==> src/design/msort_pkg.sv <==
// ----------------------------------------------------------------------------
// msort_pkg
// shared types of the merge sorter cell row
// ----------------------------------------------------------------------------
`default_nettype none

package msort_pkg;

  // per-cycle command broadcast to every cell
  typedef struct packed {
    logic ins;  // insert the broadcast value in order
    logic shl;  // shift the row one place toward cell 0
  } msort_ctl_t;

  typedef enum logic [1:0] {
    ST_LOAD  = 2'b01,
    ST_DRAIN = 2'b10
  } msort_state_t;

endpackage

`default_nettype wire

==> src/design/msort_cell.sv <==
// ----------------------------------------------------------------------------
// msort_cell
// one slot of the sorted row: insert-in-order and shift-out
// ----------------------------------------------------------------------------
`default_nettype none

module msort_cell #(
  parameter int DATA_WIDTH = 32
) (
  input  wire logic                   clk,
  input  wire logic                   rst_n,
  input  wire msort_pkg::msort_ctl_t  ctl,
  input  wire logic [DATA_WIDTH-1:0]  ins_data,
  input  wire logic [DATA_WIDTH-1:0]  left_val,
  input  wire logic                   left_valid,
  input  wire logic                   left_gt,
  input  wire logic [DATA_WIDTH-1:0]  right_val,
  input  wire logic                   right_valid,
  output logic [DATA_WIDTH-1:0]       val,
  output logic                        valid,
  output logic                        gt
);
  import msort_pkg::*;

  logic [DATA_WIDTH-1:0] val_r, val_nxt;
  logic                  valid_r, valid_nxt;

  // empty slots count as larger than anything; equal keeps the older one first
  assign gt = !valid_r || ($signed(val_r) > $signed(ins_data));

  always_comb begin
    val_nxt   = val_r;
    valid_nxt = valid_r;
    if (ctl.shl) begin
      val_nxt   = right_val;
      valid_nxt = right_valid;
    end else if (ctl.ins && gt) begin
      if (left_gt) begin
        val_nxt   = left_val;
        valid_nxt = left_valid;
      end else begin
        val_nxt   = ins_data;
        valid_nxt = 1'b1;
      end
    end
  end

  always_ff @(posedge clk) begin
    val_r <= val_nxt;
    if (!rst_n) begin
      valid_r <= 1'b0;
    end else begin
      valid_r <= valid_nxt;
    end
  end

  assign val   = val_r;
  assign valid = valid_r;

endmodule

`default_nettype wire

==> config.mk <==
export PLATFORM = sky130hd
export DESIGN_NAME = msort_cell
export DESIGN_NICKNAME = d
export VERILOG_FILES = /design/src/design/msort_pkg.sv /design/src/design/msort_cell.sv
export SDC_FILE = /design/constraint.sdc
export NUM_CORES = 1
export LEC_CHECK = 0
export CAP_MARGIN = 0
export CORE_UTILIZATION = 58
export DETAILED_ROUTE_END_ITERATION = 6
export DONT_BUFFER_PORTS = 1
export PLACE_DENSITY = 0.85
export SLEW_MARGIN = 10
export SYNTH_ARGS = -nofsm -noshare
export SYNTH_HDL_FRONTEND = slang
export SYNTH_SLANG_ARGS = --single-unit
==> constraint.sdc <==
create_clock -name clk -period 5.3 [get_ports clk]
set_clock_uncertainty 0.15 [all_clocks]
set_input_delay 0.795 -clock clk [delete_from_list [all_inputs] [get_ports clk]]
set_output_delay 0.795 -clock clk [all_outputs]
set_load 0.03 [all_outputs]
==> flow_metrics.py, run 1 <==
metrics = {
    "timing": {
        "period_minus_slack_ns": 3.84,
        "fin_tns_setup_ns": 0,
        "max_freq_ghz": 0.260,
        "relSlewSlack_pct": 28.8,
        "tightestPinTransition_ns": 1.06,
        "rsz0062_at_grt": "no",
        "finalSetupViolations": 0,
        "slew_viol_final": 0,
        "hold_viol": 0,
        "timing.final.crit_share_pct": 72.5,
    },
    "floorplan": {
        "initial_utilization_pct": 61.4,
        "core_um2": 4090,
        "die_x_um": 67.8,
        "dieHeight_um": 67.8,
        "die_area_um2": 4590,
        "io_pins": 137,
        "rows": 23,
    },
    "logic_synthesis": {
        "synth.area.top_cells": "edfxtp_1 38%, ha_1 16%, mux2i_1 13%",
        "yosysUniqueCellTypes": 29,
        "netlist.area_leader.share_pct": 38.3,
        "synthMuxAreaShare_pct": 12.8,
        "synth_top_family_by_area": "adder cells",
        "mappedNetlistArea_um2": 2510,
        "ys_seq_area_share_pct": 39.1,
        "syn_nets": 401,
        "syn_inst": 266,
        "synthXorXnorAreaFrac_pct": 0,
        "synth_warnings": 0,
        "synth_fa_ha_area_share_pct": 16.0,
        "synth-seq-cells": 33,
        "synth-simple-area-share_pct": 10.0,
        "synth_compound_area_share_pct": 14.9,
        "syn_avg_cell_area_um2": 9.44,
        "yosysTopAreaCell": "edfxtp_1",
    },
    "job": {
        "max-cap-violations": 0,
    },
    "placed_design": {
        "gp_congestion": 0.781,
        "place.port_buffers": 0,
        "dp_hpwl_mm": 4.40,
    },
    "grt": {
        "grt_pass1_vias": 1887,
        "grt_max_degree": 69,
        "grt_use_total_pct": 24.9,
        "grt_antenna_before_repair": 0,
        "grt_pass1_wl_mm": 8.25,
        "overflow": 0,
    },
    "clock_network": {
        "postCtsSetupRepairBufs": 0,
        "cts_root_buffer": "clkbuf_8",
        "cts_tree": "done",
        "htreeDepth": 2,
        "post_cts_resize_count": 0,
        "cts.clk_slew.worst_paths_ns": 0.07,
        "numCtsBuffers": 5,
        "cts.sink_count": 33,
        "clkLatencyLatePin_ns": 0.28,
        "cts-hold-fix-buffers": 0,
        "ctsLongestPathBuffers": 2,
    },
    "setup_path": {
        "required_ns": 4.36,
        "r2r_start": "val[14]",
        "worstPathMaxFanout": 4,
        "crit_type": "reg2out",
        "setup.worst_path.end_class": "output port",
        "arrival_ns": 2.90,
        "cp-startpoint": "val[14]",
        "start_kind": "flop",
    },
    "power": {
        "p_comb_share_pct": 19.0,
        "p_int_mw": 0.503,
        "swShare_pct": 34.0,
        "p_leak_nw": 1.24,
        "p_clk_share_pct": 25.7,
        "power_frac_seq_pct": 55.3,
        "vdd_drop_max_mv": 0.179,
        "power_density_nw_per_um2": 290,
        "switchingPower_mw": 0.259,
    },
    "routing": {
        "initialDrtViolationCount": 95,
        "dr_total_vias": 1903,
        "wl_per_cell_um": 18.1,
        "drc": 0,
        "vias_per_cell": 6.08,
        "ant_nets": 0,
        "finalWirelength_mm": 5.67,
        "drtPass1Iterations": 4,
    },
    "layout": {
        "area_growth_pct": 4.74,
        "insertedDiodeCount": 0,
        "drive_gt1_share_pct": 3.80,
        "nets": 397,
        "postLayoutCoreUtil_pct": 64.3,
    },
    "worst_hold_path": {
        "hp-class": "in2reg",
        "hold_start": "rst_n",
    },
    "run_status": {
        "run_status": "finished, final reports clean",
    },
}
layer usage:
metal  vias to the layer above  routed length, um  track usage [%]
li1                        944                  -                -
met1                       865               2200             26.1
met2                        89               2960             46.9
met3                         5                458             7.43
met4                         0                 49             8.07
met5                         -                  0                0
final cells by class:
class | instances | area (um^2)
clock buffers | 8 | 90.1
multi-input cells | 185 | 1360
flip-flops and latches | 33 | 981
inverters | 37 | 139
fillers | 351 | 1460
well taps | 50 | 62.6
kinds of logic after synthesis:
| group | Yosys count |
|---|---|
| mux | 32 |
| simple gates | 57 |
| compound gates | 64 |
| fa+ha+maj | 32 |
| buf+inv | 48 |
| flops | 33 |
metrics by stage:
stage / hold WS [ns] / cell area (um^2) / total power, mW / setup WS [ns] / instances
detailed placement: 0.617 / 2540 / 0.571 / 1.51 / 305
global placement: 0.610 / 2540 / 0.562 / 1.59 / 305
floorplan: 0.583 / 2510 / 0.542 / 0.520 / 266
global route: 0.481 / 2630 / 0.803 / 1.25 / 313
finish: 0.490 / 2630 / 0.762 / 1.46 / 313
CTS: 0.482 / 2630 / 0.767 / 1.42 / 313
power by group through the flow:
stage                     Sequential (mW)  Clock (mW)  Combinational (mW)
after detailed placement            0.427           0               0.144
after CTS                           0.422       0.199               0.146
after global placement              0.426           0               0.136
after floorplan                     0.420           0               0.122
after global routing                0.425       0.210               0.167
final                               0.421       0.196               0.145
synth_stat cells, drive strengths merged:
| cell | number |
|---|---|
| inv | 37 |
| nor2 | 2 |
| a211oi | 1 |
| a21oi | 14 |
| o311a | 1 |
| a221oi | 1 |
| o211ai | 1 |
| buf | 3 |
| a2111oi | 1 |
| dfxtp | 1 |
| a221o | 1 |
| o21ai | 38 |
| ha | 32 |
| a21o | 2 |
| edfxtp | 32 |
| nand4 | 5 |
| o31a | 1 |
| o32ai | 1 |
| nand3 | 4 |
| clkbuf | 8 |
| nand2 | 40 |
| mux2i | 32 |
| o21a | 1 |
| nor3 | 2 |
| o221a | 1 |
| nor2b | 1 |
| and4 | 3 |
layout by cell type, fill, tap and decap left out:
cell and n:
edfxtp_1 32, o21a_1 1, nand3_1 4, a2111oi_0 1, mux2i_1 32, nor2b_1 1
clkbuf_8 6, nor3_1 2, a221o_1 1, dfxtp_1 1, nor2_1 2, o211ai_1 1
o32ai_1 1, nand2_1 40, a221oi_1 1, o21ai_4 1, a21oi_1 13, clkbuf_1 2
a21oi_2 1, inv_1 37, o311a_1 1, o221a_2 1, o21ai_1 1, nand4_1 5
ha_1 32, a211oi_2 1, and4_1 3, a21o_1 2, o21ai_0 36, o31a_1 1
sequential cells by signal, summed over array words and instances (netlist names):
name   flops
val       32
valid      1
path summary, 6_finish.rpt:
kind,slack (ns),end,depth (start not counted)
hold reg to reg,0.62,valid,3
setup / recovery,1.46,gt,6
setup reg to reg,2.06,val[22],6
hold / removal,0.49,valid,1
critical path, stage by stage, from the launching register on:
cell	delay (ns)
edfxtp_1	0.54
ha_1	0.40
nand4_1	0.21
a2111oi_0	0.41
o31a_1	0.20
a211oi_2	0.07
o21ai_0	0.78
(Power assumes the default switching activity.)
==> inputs of run 2 (changes only) <==
- ABC_AREA: default -> 1
- PLACE_DENSITY: 0.85 -> 0.87
- clock period: 5.3 -> 3.3 ns (I/O delays scaled with it)
==> run 2 against run 1 <==
Net effect: routed wire length shrank 5.1%; clock power grew 46%; non-clock buffer count grew 2; register-to-register slack lost 1.5 ns; critical path depth grew 7; critical endpoint unchanged; area after synthesis grew 2.9%; die area grew 2.9%; sequential power grew 50%; via count grew 7.5%.
==> flow_metrics.py, run 2 <==
metrics = {
    "run_status": {
        "run_status": "finished, final reports clean",
    },
    "grt": {
        "grt_use_total_pct": 21.9,
        "grt_pass1_wl_mm": 7.63,
        "grt_pass1_vias": 1775,
        "use_met2_pct": 38.0,
        "met3_usage_pct": 4.28,
        "overflow": 0,
        "grt_max_degree": 63,
        "grt_antenna_before_repair": 0,
        "use_met1_pct": 26.8,
        "grt-busiest-layer": "met2",
    },
    "layout": {
        "nets": 434,
        "insertedDiodeCount": 0,
        "fill_cells": 356,
        "largest_reg_flops": 32,
        "final_cell_mix": "70 x nand2_1, 43 x inv_1, 32 x ha_1, 32 x edfxtp_1",
        "area_growth_pct": 3.73,
        "postLayoutCoreUtil_pct": 64.7,
        "final_common_cell": "nand2_1",
        "drive_gt1_share_pct": 6.00,
    },
    "job": {
        "max-cap-violations": 0,
    },
    "placed_design": {
        "pre_cts_ws_ns": 0.523,
        "gp_congestion": 0.706,
        "place.port_buffers": 0,
        "dp_hpwl_mm": 4.21,
    },
    "logic_synthesis": {
        "yosysTopAreaCell": "edfxtp_1",
        "async_flop_share_pct": 0,
        "yosysMostFrequentCell": "nand2_1",
        "synth_ff_type": "edfxtp_1",
        "yosysUniqueCellTypes": 22,
        "synth.area.top_cells": "edfxtp_1 37%, ha_1 15%, nand2_1 10%",
        "syn_nets": 439,
        "netlist.area_leader.share_pct": 37.2,
        "synth-seq-cells": 33,
        "syn_inst": 304,
        "synth_warnings": 0,
        "synthTopCellsByCount": "70 x nand2_1, 43 x inv_1, 32 x edfxtp_1, 32 x ha_1",
        "synth-edff-count": 32,
        "syn_avg_cell_area_um2": 8.50,
        "ys_seq_area_share_pct": 38.0,
        "mappedNetlistArea_um2": 2580,
    },
    "power": {
        "p_comb_share_pct": 20.8,
        "p_int_mw": 0.762,
        "vdd_drop_max_mv": 0.270,
        "power_frac_seq_pct": 54.5,
        "p_leak_nw": 1.20,
        "p_clk_share_pct": 24.8,
        "power_density_nw_per_um2": 433,
        "switchingPower_mw": 0.397,
        "power_mw": 1.16,
        "swShare_pct": 34.2,
    },
    "clock_network": {
        "cts_tree": "done",
        "cts_root_buffer": "clkbuf_8",
        "ctsLongestPathBuffers": 2,
        "clkLatencyLatePin_ns": 0.28,
        "cts.sink_count": 33,
        "numCtsBuffers": 5,
        "post_cts_resize_count": 0,
        "htreeDepth": 2,
        "postCtsSetupRepairBufs": 0,
        "cts-hold-fix-buffers": 0,
        "cts.clk_slew.worst_paths_ns": 0.06,
    },
    "floorplan": {
        "core_um2": 4140,
        "dieHeight_um": 68.7,
        "initial_utilization_pct": 62.3,
        "die_x_um": 68.7,
        "io_pins": 137,
        "die_area_um2": 4730,
        "rows": 23,
    },
    "routing": {
        "drtPass1Iterations": 4,
        "wl_per_cell_um": 15.4,
        "drc": 0,
        "dr_total_vias": 2045,
        "ant_nets": 0,
        "finalWirelength_mm": 5.38,
        "vias_per_cell": 5.84,
        "initialDrtViolationCount": 102,
    },
    "setup_path": {
        "setup.worst_path.end_class": "output port",
        "worstPathMaxFanout": 2,
        "required_ns": 2.65,
        "start_kind": "flop",
        "crit_type": "reg2out",
        "arrival_ns": 2.14,
    },
    "timing": {
        "max_freq_ghz": 0.359,
        "slew_viol_final": 0,
        "fin_tns_setup_ns": 0,
        "setup_slack_ns": 0.518,
        "hold_viol": 0,
        "rsz0062_at_grt": "no",
        "timing.final.crit_share_pct": 84.3,
        "relSlewSlack_pct": 37.1,
        "period_minus_slack_ns": 2.78,
        "finalSetupViolations": 0,
        "tightestPinTransition_ns": 0.942,
    },
    "worst_hold_path": {
        "hp-class": "in2reg",
    },
}
run 2: cell types whose count changed in the layout (fill, tap and decap cells not counted), sizes merged, moves of 3 or more:
cell / before / now
a21oi: 14 / 21
and4: 3 / 0
clkbuf: 8 / 5
clkinv: 0 / 3
inv: 37 / 44
mux2i: 32 / 0
nand2: 40 / 75
nand4: 5 / 2
nor2: 2 / 16
o211ai: 1 / 29
o21a: 1 / 30
o21ai: 38 / 2
run 2: worst max-delay path, stage by stage (launching register included):
cell and delay (ns):
edfxtp_1 0.54, ha_1 0.37, nand2_1 0.07, nor2_1 0.17, nand2_1 0.11, inv_1 0.06, nand2_1 0.05, nand2_1 0.05
nand2_1 0.06, nand2_1 0.06, nand2_1 0.04, nand2_1 0.05, nand2_1 0.06, nand2_2 0.17
run 2: metrics by stage:
step | instances | hold slack (ns) | cell area [um^2]
2_1_floorplan | 304 | 0.486 | 2580
5_1_grt | 350 | 0.201 | 2680
4_1_cts | 350 | 0.203 | 2680
3_5_place_dp | 342 | 0.502 | 2600
6_report | 350 | 0.209 | 2680
3_3_place_gp | 342 | 0.500 | 2600
run 2: final cells by class:
| class | instances | area (um^2) | share of cell area, % |
|---|---|---|---|
| Sequential cell | 33 | 981 | 36.6 |
| Inverter | 44 | 165 | 6.16 |
| Tap cell | 50 | 62.6 | 2.33 |
| Timing Repair Buffer | 2 | 15.0 | 0.560 |
| Multi-Input combinational cell | 213 | 1380 | 51.3 |
| Clock inverter | 3 | 12.5 | 0.467 |
| Clock buffer | 5 | 68.8 | 2.57 |
run 2: path summary, 6_finish.rpt:
kind              startpoint     end  slack [ns]  cells past startpoint
setup / recovery     val[15]      gt        0.52                     13
hold / removal         rst_n   valid        0.21                      2
setup reg to reg     val[15]  val[8]        0.53                     16
hold reg to reg        valid   valid        0.70                      2
run 2: power by group through the flow:
stage               sequential, mW  clock [mW]  combinational [mW]
finish                       0.632       0.287               0.241
global route                 0.638       0.304               0.278
CTS                          0.633       0.294               0.242
detailed placement           0.642           0               0.241
global placement             0.640           0               0.230
floorplan                    0.631           0               0.205
run 2: layer usage:
| layer | vias to the layer above | share of wire (%) |
|---|---|---|
| li1 | 1035 | - |
| met1 | 918 | 43 |
| met2 | 82 | 49 |
| met3 | 10 | 6.4 |
| met4 | 0 | 1.7 |
| met5 | - | 0 |
run 2: cell families (layout without fill, tap and decap cells):
kind of cell / Yosys count / after routing / share of synthesized area, %
AOI/OAI and AO/OA: 84 / 84 / 22.4
adders and majority gates: 32 / 32 / 15.5
buffers and inverters: 58 / 54 / 8.81
DFF: 33 / 33 / 38.0
and+or+nand+nor: 97 / 97 / 15.4
